## src/ffwa_pkg.sv

```systemverilog
// Package for the first-fit core/wavelength allocator.
// Holds the request and result beat types and fixed field widths; no dependencies.
package ffwa_pkg;

   localparam int unsigned NODE_W   = 4;
   localparam int unsigned CORE_W   = 3;
   localparam int unsigned WL_W     = 64;
   localparam int unsigned BW_W     = 16;
   localparam int unsigned CNT_W    = 7;
   localparam int unsigned CTR_W    = 32;

   localparam logic CMD_REQUEST = 1'b0;
   localparam logic CMD_RELEASE = 1'b1;

   typedef struct packed {
      logic              cmd;
      logic [NODE_W-1:0] from_node;
      logic [NODE_W-1:0] to_node;
      logic              last_hop;
      logic [BW_W-1:0]   bandwidth;
      logic [CORE_W-1:0] release_core;
      logic [WL_W-1:0]   release_mask;
   } req_beat_type;

   typedef struct packed {
      logic              accepted;
      logic [CORE_W-1:0] granted_core;
      logic [WL_W-1:0]   granted_mask;
      logic [CNT_W-1:0]  granted_count;
      logic [CTR_W-1:0]  transponders_in_use;
      logic [CTR_W-1:0]  allocated_total;
      logic [CTR_W-1:0]  failed_total;
      logic [CTR_W-1:0]  done_total;
   } rsp_beat_type;

   // Divider control and status between top level and divider.
   typedef struct packed {
      logic start;
   } div_ctl_type;

   typedef struct packed {
      logic busy;
      logic done;
   } div_sts_type;

endpackage

```

## src/ffwa_div.sv

```systemverilog
// Restoring bit-serial divider: quotient = ceil(num / den), one bit per cycle.
// Depends on ffwa_pkg.
module ffwa_div
   import ffwa_pkg::*;
(
   input  logic            clock,
   input  logic            reset,
   input  div_ctl_type     ctl,
   input  logic [BW_W-1:0] num,
   input  logic [BW_W-1:0] den,
   output div_sts_type     sts,
   output logic [BW_W:0]   quotient
);

   localparam int unsigned STEP_W = $clog2(BW_W + 1);

   logic [BW_W-1:0]   den_ff, den_in;
   logic [BW_W-1:0]   num_ff, num_in;
   logic [BW_W:0]     rem_ff, rem_in;
   logic [BW_W-1:0]   quo_ff, quo_in;
   logic [STEP_W-1:0] step_ff, step_in;
   logic              busy_ff, busy_in;
   logic              done_ff, done_in;
   logic [BW_W:0]     shifted;
   logic [BW_W:0]     diff;

   always_comb begin
      den_in  = den_ff;
      num_in  = num_ff;
      rem_in  = rem_ff;
      quo_in  = quo_ff;
      step_in = step_ff;
      busy_in = busy_ff;
      done_in = 1'b0;
      shifted = {rem_ff[BW_W-1:0], num_ff[BW_W-1]};
      diff    = shifted - {1'b0, den_ff};
      if (ctl.start) begin
         den_in  = (den == '0) ? BW_W'(1) : den;
         num_in  = num;
         rem_in  = '0;
         quo_in  = '0;
         step_in = STEP_W'(BW_W);
         busy_in = 1'b1;
      end else if (busy_ff) begin
         num_in = {num_ff[BW_W-2:0], 1'b0};
         if (!diff[BW_W]) begin
            rem_in = diff;
            quo_in = {quo_ff[BW_W-2:0], 1'b1};
         end else begin
            rem_in = shifted;
            quo_in = {quo_ff[BW_W-2:0], 1'b0};
         end
         step_in = step_ff - STEP_W'(1);
         if (step_ff == STEP_W'(1)) begin
            busy_in = 1'b0;
            done_in = 1'b1;
         end
      end
   end

   always_ff @(posedge clock) begin
      den_ff  <= den_in;
      num_ff  <= num_in;
      rem_ff  <= rem_in;
      quo_ff  <= quo_in;
      step_ff <= step_in;
      if (reset) begin
         busy_ff <= 1'b0;
         done_ff <= 1'b0;
      end else begin
         busy_ff <= busy_in;
         done_ff <= done_in;
      end
   end

   // Round up when a remainder is left.
   assign quotient = {1'b0, quo_ff} + ((rem_ff != '0) ? (BW_W+1)'(1) : '0);
   assign sts.busy = busy_ff;
   assign sts.done = done_ff;

endmodule

```

## config.mk

```make
export PLATFORM = sky130hd
export DESIGN_NAME = ffwa_div
export DESIGN_NICKNAME = d
export VERILOG_FILES = /design/src/ffwa_pkg.sv /design/src/ffwa_div.sv
export SDC_FILE = /design/constraint.sdc
export NUM_CORES = 1
export LEC_CHECK = 0
export ABC_AREA = 1
export BUFFER_PORTS_ARGS = -buffer_cell sky130_fd_sc_hd__buf_4
export CAP_MARGIN = 20
export CELL_PAD_IN_SITES_DETAIL_PLACEMENT = 0
export CELL_PAD_IN_SITES_GLOBAL_PLACEMENT = 1
export CORE_ASPECT_RATIO = 1.75
export CORE_UTILIZATION = 45
export DETAILED_ROUTE_END_ITERATION = 7
export GPL_ROUTABILITY_DRIVEN = 0
export PLACE_DENSITY_LB_ADDON = 0.1
export SLEW_MARGIN = 5
export SYNTH_ARGS = -nofsm -noshare
export SYNTH_HDL_FRONTEND = slang
export SYNTH_SLANG_ARGS = --single-unit
```

## constraint.sdc

```tcl
create_clock -name clock -period 4.1 [get_ports clock]
set_input_delay 0.205 -clock clock [delete_from_list [all_inputs] [get_ports clock]]
set_output_delay 0.205 -clock clock [all_outputs]
set_load 0.005 [all_outputs]
```

# [Word-level counts from Yosys, hierarchy flattened]
# Index checks and enable logic that the tools add are counted.
[classes] bitwise=1 eq_ne=1 n_mux=9 reduce_logical=4 addsub=3
[ops] cell="$mux W16" n=2
[ops] cell="$add A16 B1 Y17" n=1
[ops] cell="$mux W17" n=1
[ops] cell="$reduce_bool A17 Y1" n=1
[ops] cell="$sub A17 B16 Y17" n=1
[ops] cell="$logic_not A16 Y1" n=1
[ops] cell="$mux W1" n=6
[ops] cell="$eq A5 B1 Y1 const B" n=1
[ops] cell="$sub A5 B1 Y5 const B" n=1
[ops] cell="$reduce_or A3 Y1" n=1
[ops] cell="$reduce_bool A2 Y1" n=1
[ops] cell="$not A1 Y1" n=1
[word_totals] input_bits=35 out_inout_bits=19 elab_cells=25 regBits=72

# [Logic depth before layout (Yosys ltp)]
# Gate-level depths: netlist of the first run.
[depth] word_depth=4 depth_mapped=17 mapped_depth_nobuf=15

# [Least setup slack after synthesis of the first run]
# Ideal clock, no wire load.
[synth_timing] path_kind="register to register" startpoint="register den_ff[0]" endpoint="register rem_ff[3]" synth_period_minus_slack_ns=2.448 path_stages_with_launch=15 setup_slack_ns=1.652 setup_ns=0.126 arrival_ns=2.323 path_buffers=2 t_required_ns=3.974 path_cell_list="edfxtp_1 ha_1 fa_1 inv_1 nand2_1 nand3_1 nand2_1 nand2_1 a21oi_1 o21bai_1 ha_1 buf_2 buf_1 o211ai_1 o21ai_0"
[synth_between] elab_chain_cells=2
[synth_lines] item="start, declared" line="ffwa_div.sv:17" rtl="logic [BW_W-1:0] den_ff, den_in;"
[synth_lines] item="start signal, assigned" line="ffwa_div.sv:62" rtl="den_ff <= den_in;"
[synth_lines] item="$sub A17 B16 Y17" line="ffwa_div.sv:36" rtl="diff = shifted - {1'b0, den_ff};"
[synth_lines] item="$mux W17" line="ffwa_div.sv:46" rtl="if (!diff[BW_W]) begin"
[synth_lines] item="end signal, assigned" line="ffwa_div.sv:64" rtl="rem_ff <= rem_in;"
[synth_lines] item="end, declared" line="ffwa_div.sv:19" rtl="logic [BW_W:0] rem_ff, rem_in;"
# No other way between the ends.
# A chain may end at the register's enable or synchronous reset.

# [Worst setup path after layout of the first run]
[layout_timing] startpoint="register den_ff[0]" endpoint="register rem_ff[2]"
# The elaborated chain is that of the path after synthesis.

==> results of run 1 <==
cells in the mapped netlist:
library cell	count
dfxtp_1	40
nand3_2	1
or2_2	1
and3_1	1
nand3_4	1
nand4_1	4
buf_4	2
nor4_2	1
nor3_1	9
buf_1	1
o21bai_1	1
clkbuf_1	24
xnor2_1	1
inv_2	1
nand3b_1	1
o21ai_0	12
buf_2	3
o22ai_1	19
nand2_2	2
nand2_1	170
ha_1	22
nor2_2	1
a31o_2	1
nand3_1	25
inv_1	94
edfxtp_1	32
fa_1	1
a21oi_1	16
nor4_1	7
o211ai_1	2
xor2_1	18
nor2_1	43
nor3_4	1
and2_1	1
registers in the layout, indices dropped and copies added, names as in the netlist:
register / count
step_ff: 5
quo_ff: 16
done_ff: 1
rem_ff: 17
num_ff: 16
den_ff: 16
busy_ff: 1
cell type report:
| class | instances | area [um^2] | area share |
|---|---|---|---|
| Tap cell | 117 | 146 | 0.0303 |
| Timing Repair Buffer | 55 | 413 | 0.0856 |
| Sequential cell | 72 | 1760 | 0.365 |
| Multi-Input combinational cell | 362 | 1890 | 0.392 |
| Inverter | 95 | 357 | 0.0739 |
| Clock inverter | 5 | 23.8 | 0.00493 |
| Clock buffer | 11 | 233 | 0.0482 |
per-stage QoR:
stage	instances	util	power, W
after detailed placement	701	0.520	0.000994
final	717	0.549	0.00165
after floorplan	559	-	0.000929
after global routing	717	0.549	0.00173
after CTS	717	0.549	0.00167
after global placement	701	0.520	0.000990
power by group through the flow:
stage / clock [W] / combinational (W) / sequential (W)
2_1_floorplan: 0 / 0.000113 / 0.000816
3_3_place_gp: 0 / 0.000170 / 0.000819
3_5_place_dp: 0 / 0.000173 / 0.000821
4_1_cts: 0.000693 / 0.000174 / 0.000806
5_1_grt: 0.000727 / 0.000196 / 0.000809
6_report: 0.000675 / 0.000172 / 0.000806
path summary, 6_finish.rpt:
kind               from  depth (start not counted)  slack (ns)          to
min reg2reg  rem_ff[15]                          2        0.47  rem_ff[15]
min              den[1]                          1        0.06   den_ff[1]
max reg2reg   den_ff[0]                         14         1.0   rem_ff[2]
max           den_ff[0]                         14         1.0   rem_ff[2]
cell families after synthesis:
logic type                 count (synthesis)  share of synthesized area
AOI/OAI and AO/OA                         51                     0.0702
xor gates and xnor gates                  19                     0.0403
DFF                                       72                      0.426
and+or+nand+nor                          269                      0.276
buffers and inverters                    125                      0.116
adders and majority gates                 23                     0.0714
metal layers:
layer / share of wire / wire [um] / track usage / vias to the layer above
li1: - / - / - / 1834
met1: 0.41 / 3770 / 0.242 / 1581
met2: 0.54 / 5000 / 0.393 / 56
met3: 0.034 / 317 / 0.0431 / 14
met4: 0.022 / 203 / 0.0899 / 0
met5: 0 / 0 / 0 / -
==> metrics, run 1 <==
status=complete, no violations; P_sw=0.000391 W; total gr overflow=0; Port Buf Inserts=53; Syn Area/Cell=7.40 um^2; DRC=0; Initial DRC Count=150; synthesized flop and latch total=72; CP startpoint kind=flop; power share of the clock group=0.408; Tcrit/Tclk final=0.756; worst hold slack=0.0594 ns; hpwl dp=7190 um; final setup margin=1.00 ns; drt pass-1 iters=4; DP Area=4570 um^2; via count=3,485; Die Area=9590 um^2; CTS sink cnt=72; Initial Util=0.471; core area=8780 um^2; number of global-route vias before repair=3,489; WP data arrival=3.35 ns; pin count of the biggest net entering global routing=42; area fraction of the dominant cell type after synthesis=0.232; synth unique cells=34; vias per inst=4.86; most frequent CP cell=nand2_1; synth warn=0; Worst Path Required=4.35 ns; CP Buf/Inv Count=2; post-CTS resize count=0; pins over their slew limit=0; Detailed Route WL=9290 um; Setup Buffers After CTS=0; register share of total power=0.488; average wire per standard cell=13.0 um; sequential share of the synthesized area=0.426; largest area contributor in the synthesized netlist=edfxtp_1; DP Worst Slack=1.01 ns; CTS max path bufs=2; clock-pin transition on the worst setup and hold timing paths=0.06 ns; first-pass GRT wire length=15,800 um; hold-fix buffers at CTS=0; antenna-violating nets left=0; skew final=0.00723 ns; Tmin final=3.10 ns; fmax=0.323 GHz; max incr delay on CP=0.68 ns; Pint=0.00126 W; CP delay by family, top=adder cells; H-Tree Depth=3; antenna violations before repair=0; commonest non-fill, non-tap cells in the layout=nand2_1 (170), inv_1 (94), buf_4 (55); Mapped Nets=617; Root Buffer=clkbuf_16; Gate power share=0.104; most common cell after layout, fill and taps aside=nand2_1; RSZ-0062 raised after global routing=no; Final Hold Viols=0; Peak supply drop=0.000307 V; switching part of the total=0.236; Cells after Synth=559; gr usage total=0.218; Worst-Skew Late Latency=0.33 ns; crit path capture type=flop; P&R area growth vs syn=16.7%; Crit Path Class=reg2reg; Fill cells=902; worst hold path class=in2reg; ranking of synthesized cells by area=edfxtp_1 (23%), dfxtp_1 (19%), nand2_1 (15%), inv_1 (8.5%), ha_1 (6.7%); Chip Width=74.5 um; critical path, cell by cell=ha_1, fa_1, inv_1, nand2_1, nand3_1, nand2_1, nand2_1, a21oi_1, o21bai_1, ha_1, inv_1, a21oi_1, nand2_1, o21ai_0; IO Count=54; Max Cap Viol=0; Worst path slowest cell=ha_1; n_diodes=0; final instance area=4830 um^2; ratio of cells with drive above 1 in the final layout=0.130; Die Span Y=129 um; Power per Cell Area=342 nW/um^2; CTS buffer count=9; Slew Limit Headroom=0.374; Netlist Area Pre-Place=4130 um^2; Final Setup Violations=0; Final nets=653; CTS tree=built; Lkg Pwr=2.38 nW; std cell rows=45; Tightest Pin Transition=0.938 ns; crit path max fanout=27; TNS Setup=0 ns
Note: power is estimated with default switching activity, not from simulation.
==> run 2: changes to the inputs <==
--- a/config.mk
+++ b/config.mk
@@ -5,13 +5,13 @@
 export SDC_FILE = /design/constraint.sdc
 export NUM_CORES = 1
 export LEC_CHECK = 0
-export ABC_AREA = 1
+export ABC_AREA = 0
 export BUFFER_PORTS_ARGS = -buffer_cell sky130_fd_sc_hd__buf_4
 export CAP_MARGIN = 20
 export CELL_PAD_IN_SITES_DETAIL_PLACEMENT = 0
 export CELL_PAD_IN_SITES_GLOBAL_PLACEMENT = 1
 export CORE_ASPECT_RATIO = 1.75
-export CORE_UTILIZATION = 45
+export CORE_UTILIZATION = 41
 export DETAILED_ROUTE_END_ITERATION = 7
 export GPL_ROUTABILITY_DRIVEN = 0
 export PLACE_DENSITY_LB_ADDON = 0.1
==> constraint.sdc (replaced) <==
create_clock -name clock -period 2.6 [get_ports clock]
set_input_delay 0.13 -clock clock [delete_from_list [all_inputs] [get_ports clock]]
set_output_delay 0.13 -clock clock [all_outputs]
set_load 0.005 [all_outputs]
==> metrics, run 2 <==
EDFF count, synth=32 (unchanged); crit path capture type=flop; Chip Width=77.1 um (+3.6%); Worst path slowest cell=edfxtp_1; n_diodes=0 (unchanged); met1 Track Usage GR=0.197 (-0.0451); number of global-route vias before repair=3,344 (-4.2%); Final Setup Violations=27 (+27); crit path max fanout=8 (-70%); H-Tree Depth=3 (unchanged); Fill cells=867 (-3.9%); Crit Path Class=reg2reg; antenna-violating nets left=0 (unchanged); Gate power share=0.204 (+0.100); drt pass-1 iters=4 (unchanged); CP startpoint kind=flop; fraction of synthesized area in multiplexers=0.0961 (+0.0961); pin count of the biggest net entering global routing=53 (+26%); max reg flops=17 (unchanged); Lkg Pwr=2.36 nW (-0.77%); final instance area=5640 um^2 (+17%); post-synthesis xor/xnor area fraction=0.0606 (+0.0203); total gr overflow=0 (unchanged); hpwl dp=6850 um (-4.8%); most common cell after layout, fill and taps aside=buf_4; Tcrit/Tclk final=1.10 (+0.343); failing checks=setup timing; ys flop type=dfxtp_1; clock-pin transition on the worst setup and hold timing paths=0.06 ns (about the same); CP Buf/Inv Count=3 (+1); vias per inst=5.20 (+7.0%); CTS sink cnt=72 (unchanged); CTS tree=built; Worst Path Required=2.85 ns (-1.50 ns); Tightest Pin Transition=0.597 ns (-0.341 ns); register share of total power=0.427 (-0.061); final setup margin=-0.257 ns (-1.26 ns); sequential share of the synthesized area=0.435 (+0.00895); CP delay by family, top=compound AO/OA/AOI/OAI gates; CTS buffer count=9 (unchanged); Detailed Route WL=9590 um (+3.3%); RSZ-0062 raised after global routing=yes; Root Buffer=clkbuf_16; ranking of synthesized cells by area=edfxtp_1 (24%), dfxtp_1 (20%), ha_1 (6.8%), mux2i_1 (5.4%), mux2_2 (4.2%); ratio of cells with drive above 1 in the final layout=0.395 (+0.265); DRC=0 (unchanged); average wire per standard cell=15.0 um (+16%); Synth async-reset ratio=0 (unchanged); Multi-input gate area=2290 um^2 (+21%); power share of the clock group=0.369 (-0.039); Final nets=569 (-13%); Die Span Y=133 um (+3.6%); status=finished with violations; compound-gate portion of the synthesized area=0.126 (+0.0562); M2 GR Usage=0.374 (-0.0190); Cells after Synth=406 (-27%); count leader, synth=nor2_1; skew final=0.00540 ns (-0.00183 ns); Port Buf Inserts=53 (unchanged); GR met3 Demand/Resource=0.0370 (-0.00608); Initial Util=0.425 (-0.0456); switching part of the total=0.270 (+0.0334); Mapped Nets=464 (-25%); antenna violations before repair=0 (unchanged); via count=3,319 (-4.8%); Pint=0.00224 W (+77%); DP Area=4840 um^2 (+6.0%); Synth Area in Simple Gates=0.146 (-0.130); P_sw=0.000826 W (+110%); synth unique cells=55 (+62%); IO Count=54 (unchanged); largest area contributor in the synthesized netlist=edfxtp_1; pins over their slew limit=0 (unchanged); std cell rows=47 (+4.4%); Max Cap Viol=0 (unchanged); worst hold path class=in2reg; Register Area=1770 um^2 (+0.36%); synthesized flop and latch total=72 (unchanged); gr usage total=0.197 (-0.0213); max incr delay on CP=0.41 ns (-0.27 ns); CTS max path bufs=2 (unchanged); most utilized layer in the global route result=met2; Worst-Skew Late Latency=0.34 ns (about the same); Peak supply drop=0.000398 V (+30%); Tmin final=2.86 ns (-0.243 ns); Post-Synth Adder-Cell Area=0.0729 (+0.00150); fmax=0.350 GHz (+8.5%); Die Area=10,300 um^2 (+7.3%); Syn Area/Cell=9.97 um^2 (+35%); Netlist Area Pre-Place=4050 um^2 (-2.1%); synth warn=0 (unchanged); area fraction of the dominant cell type after synthesis=0.237 (+0.00488); post-layout util=0.592 (+0.0424); register name with the most flops=rem_ff; Power per Cell Area=543 nW/um^2 (+59%); critical path, cell by cell=inv_2, ha_4, fa_2, nor2b_4, o31a_4, a41oi_4, o31ai_2, a21o_1, a21o_1, ha_4, buf_6, buf_16, o21ai_1, a311oi_1; worst hold slack=0.0736 ns (+0.0142 ns); core area=9530 um^2 (+8.5%); first-pass GRT wire length=15,500 um (-1.4%); main combinational cell family by area after synthesis=simple AND/OR/NAND/NOR gates; synth cell count leaders=nor2_1 (44), dfxtp_1 (40), edfxtp_1 (32), clkbuf_1 (23), inv_1 (23); WP data arrival=3.10 ns (-0.25 ns); Final Hold Viols=0 (unchanged); P&R area growth vs syn=39.2%; Slew Limit Headroom=0.602 (+0.228); commonest non-fill, non-tap cells in the layout=buf_4 (104), nor2_1 (42), dfxtp_1 (37); Initial DRC Count=95 (-37%)
[run 2: changes by cell type after synthesis, sizes merged, moves of 12 or more]
cell	previous run	this run
xnor2	1	19
inv	95	23
o22ai	19	7
nand2	172	15
mux2	0	15
nand3	27	6
mux2i	0	22
[run 2: final timing paths]
path                                 start          to  slack (ns)  depth (start not counted)
worst max-delay path            num_ff[15]   rem_ff[6]       -0.26                         14
worst max register to register  num_ff[15]   rem_ff[6]       -0.26                         14
worst min register to register  quo_ff[15]  quo_ff[15]        0.49                          2
worst min-delay path                num[0]   num_ff[0]        0.07                          2
[run 2: through the flow]
step | setup slack (ns) | std cells | power, W | setup TNS [ns]
after detailed placement | -0.360 | 596 | 0.00189 | -5.06
after CTS | -0.273 | 636 | 0.00309 | -5.19
after global placement | -0.290 | 596 | 0.00188 | -4.22
final | -0.257 | 638 | 0.00306 | -4.77
after global routing | -0.353 | 638 | 0.00320 | -7.66
after floorplan | -0.226 | 406 | 0.00167 | -2.93
[run 2: logic make-up after synthesis]
logic type	count (synthesis)
AND/OR/NAND/NOR	115
AO/OA/AOI/OAI	72
flip-flops	72
buffers and inverters	59
multiplexers	37
XOR/XNOR	28
adder cells (fa/ha/maj)	23
[run 2: area by class of cell]
type / count / share of cell area
multi-input cells: 275 / 0.406
flip-flops and latches: 72 / 0.314
repair buffers: 129 / 0.188
clock buffers: 9 / 0.0399
well taps: 122 / 0.0271
inverters: 23 / 0.0162
clock inverters: 7 / 0.00799
repair inverters: 1 / 0.00111
[run 2: worst register-to-register path, cell delays in order, from the launching register on]
cell and delay (ns):
edfxtp_1 0.41, inv_2 0.08, ha_4 0.13, fa_2 0.23, nor2b_4 0.05, o31a_4 0.29
a41oi_4 0.21, o31ai_2 0.09, a21o_1 0.16, a21o_1 0.19, ha_4 0.39, buf_6 0.14
buf_16 0.11, o21ai_1 0.05, a311oi_1 0.24
[run 2: layer usage]
metal	share of wire	wire, um
met2	0.55	5260
met4	0.040	388
met5	0	0
met1	0.39	3730
met3	0.022	213
[run 2: power by group through the flow]
stage	combinational (W)	clock [W]	sequential, W
final	0.000624	0.00113	0.00131
after global routing	0.000681	0.00120	0.00132
after CTS	0.000621	0.00116	0.00131
after detailed placement	0.000559	0	0.00133
after global placement	0.000554	0	0.00133
after floorplan	0.000358	0	0.00131
[run 2: repair_timing]
action                     4_1_cts  5_1_grt
resized for setup               57        6
hold buffers                    16        0
setup endpoints to repair       31       30
hold endpoints to repair        17        0
gates cloned                     2        0
pin swaps                       22       16
buffers inserted                 7        4
==> run 3: changes to the inputs <==
--- a/config.mk
+++ b/config.mk
@@ -10,10 +10,10 @@
 export CAP_MARGIN = 20
 export CELL_PAD_IN_SITES_DETAIL_PLACEMENT = 0
 export CELL_PAD_IN_SITES_GLOBAL_PLACEMENT = 1
-export CORE_ASPECT_RATIO = 1.75
 export CORE_UTILIZATION = 41
 export DETAILED_ROUTE_END_ITERATION = 7
 export GPL_ROUTABILITY_DRIVEN = 0
+export GPL_TIMING_DRIVEN = 0
 export PLACE_DENSITY_LB_ADDON = 0.1
 export SLEW_MARGIN = 5
 export SYNTH_ARGS = -nofsm -noshare
==> metrics, run 3 (synthesized netlist as in run 2, its figures left out) <==
status=finished with violations; failing checks=setup timing; final setup margin=-0.412 ns (-0.155 ns); antenna violations before repair=0 (unchanged); Pint=0.00203 W (-9.1%); via count=3,200 (-3.6%); n_diodes=0 (unchanged); antenna-violating nets left=0 (unchanged); TNS Setup=-6.96 ns (-2.19 ns); number of global-route vias before repair=3,100 (-7.3%); Lkg Pwr=2.13 nW (-9.8%); worst hold slack=0.0420 ns (-0.0316 ns); average wire per standard cell=14.8 um (-1.4%); pins over their slew limit=0 (unchanged); first-pass GRT wire length=15,300 um (-1.5%); clock-pin transition on the worst setup and hold timing paths=0.08 ns (+0.02 ns); CTS max path bufs=2 (unchanged); Gate power share=0.197 (-0.007); Die Span Y=101 um (-24%); Worst-Skew Late Latency=0.35 ns (about the same); post-route non-filler standard cell count=617 (-3.3%); Chip Width=101 um (+31%); worst hold path class=in2reg; Worst Path Required=2.80 ns (-0.05 ns); CTS buffer count=9 (unchanged); max incr delay on CP=0.46 ns (+0.05 ns); hpwl dp=6520 um (-4.8%); Final Setup Violations=25 (-7.4%); switching part of the total=0.272 (+0.00184); Tcrit/Tclk final=1.16 (+0.0596); Worst path slowest cell=edfxtp_1; register share of total power=0.470 (+0.043); Port Buf Inserts=53 (unchanged); CP Buf/Inv Count=1 (-2); power share of the clock group=0.334 (-0.035); pin count of the biggest net entering global routing=21 (-60%); Crit Path Class=reg2reg; commonest non-fill, non-tap cells in the layout=buf_4 (63), nor2_1 (39), dfxtp_1 (35); Placed Instances=588 (-1.3%); Power per Cell Area=530 nW/um^2 (-2.5%); Tmin final=3.01 ns (+0.155 ns); post-layout util=0.559 (-0.0326); Initial DRC Count=150 (+58%); Final Hold Viols=0 (unchanged); P&R area growth vs syn=30.0%; Tightest Pin Transition=0.583 ns (-0.0139 ns); Detailed Route WL=9150 um (-4.6%); critical path, cell by cell=ha_4, fa_2, nor2b_4, o31a_4, a41oi_4, o31ai_4, a21o_1, a21o_1, ha_4, buf_12, or3_1, o21ai_1, a311oi_1; Max Cap Viol=0 (unchanged); WP data arrival=3.21 ns (+0.11 ns); vias per inst=5.19 (-0.30%); Initial Util=0.430 (+0.00503); std cell rows=35 (-26%); DRC=0 (unchanged); CTS tree=built; core area=9420 um^2 (-1.2%); Slew Limit Headroom=0.611 (+0.00923); total gr overflow=0 (unchanged); drt pass-1 iters=4 (unchanged); most common cell after layout, fill and taps aside=buf_4; P_sw=0.000757 W (-8.3%); H-Tree Depth=3 (unchanged); Root Buffer=clkbuf_8; crit path capture type=flop; skew final=0.00767 ns (+0.00227 ns); CP delay by family, top=compound AO/OA/AOI/OAI gates; IO Count=54 (unchanged); CTS sink cnt=72 (unchanged); RSZ-0062 raised after global routing=yes; Peak supply drop=0.000353 V (-11%); ratio of cells with drive above 1 in the final layout=0.346 (-0.0490); Die Area=10,300 um^2 (-0.15%); crit path max fanout=7 (-1); fmax=0.332 GHz (-5.1%); Reg2Reg Setup Slack=-0.41 ns (-0.15 ns); CP startpoint kind=flop; register name with the most flops=rem_ff; Final nets=541 (-4.9%); gr usage total=0.195 (-0.00151); max reg flops=17 (unchanged)
[run 3: cell types whose count changed in the layout (fill, tap and decap cells not counted), sizes merged]
cell	before	now
buf	113	74
bufinv	0	1
clkbuf	9	39
clkinv	3	2
clkinvlp	2	0
dlygate4sd3	16	1
inv	26	24
[run 3: final cells by class]
cell class	instances	area, um^2
sequential	72	1770
timing repair buffer	67	527
tap	129	161
multi-input combinational	275	2310
clock buffer	12	156
fill	871	4150
buffer	35	203
inverter	23	91.3
clock inverter	4	50.0
[run 3: what timing repair did]
item / in CTS / in global routing
endpoints found under the hold margin: 2 / 0
gates cloned: 1 / 0
buffers inserted: 11 / 1
endpoints found under the setup margin: 30 / 30
pin swaps: 14 / 12
gates resized for setup: 39 / 24
hold buffers: 1 / 0
[run 3: worst reg2reg max path: cells and delay by family (launching register included)]
family | cells | cell delay, ns
AOI/OAI and AO/OA | 7 | 1.03
buffers and inverters | 1 | 0.14
adders and majority gates | 3 | 0.81
DFF | 1 | 0.46
and+or+nand+nor | 2 | 0.43
[run 3: worst paths after layout]
path / from / end / cells past startpoint
worst min register to register: step_ff[1] / step_ff[1] / 2
worst min-delay path: den[2] / den_ff[2] / 2
worst max-delay path: den_ff[0] / rem_ff[11] / 13
worst max register to register: den_ff[0] / rem_ff[11] / 13
[run 3: per-layer routing]
layer / vias up / GRT usage / wire length [um]
met5: - / 0 / 0
met1: 1525 / 0.260 / 4340
met4: 0 / 0.0502 / 82
li1: 1611 / - / -
met3: 6 / 0.0455 / 285
met2: 58 / 0.320 / 4440
[run 3: metrics by stage]
stage          worst slack [ns]  total power [W]  instance area, um^2
4_1_cts                  -0.470          0.00280                 5150
3_5_place_dp             -0.595          0.00182                 4660
2_1_floorplan            -0.226          0.00167                 4100
6_report                 -0.412          0.00279                 5270
3_3_place_gp             -0.560          0.00181                 4660
5_1_grt                  -0.531          0.00295                 5270
[run 3: power by group through the flow]
stage	logic, W	clock network (W)	registers, W
5_1_grt	0.000606	0.00102	0.00132
3_5_place_dp	0.000493	0	0.00133
4_1_cts	0.000533	0.000961	0.00131
3_3_place_gp	0.000485	0	0.00133
6_report	0.000549	0.000931	0.00131
2_1_floorplan	0.000358	0	0.00131
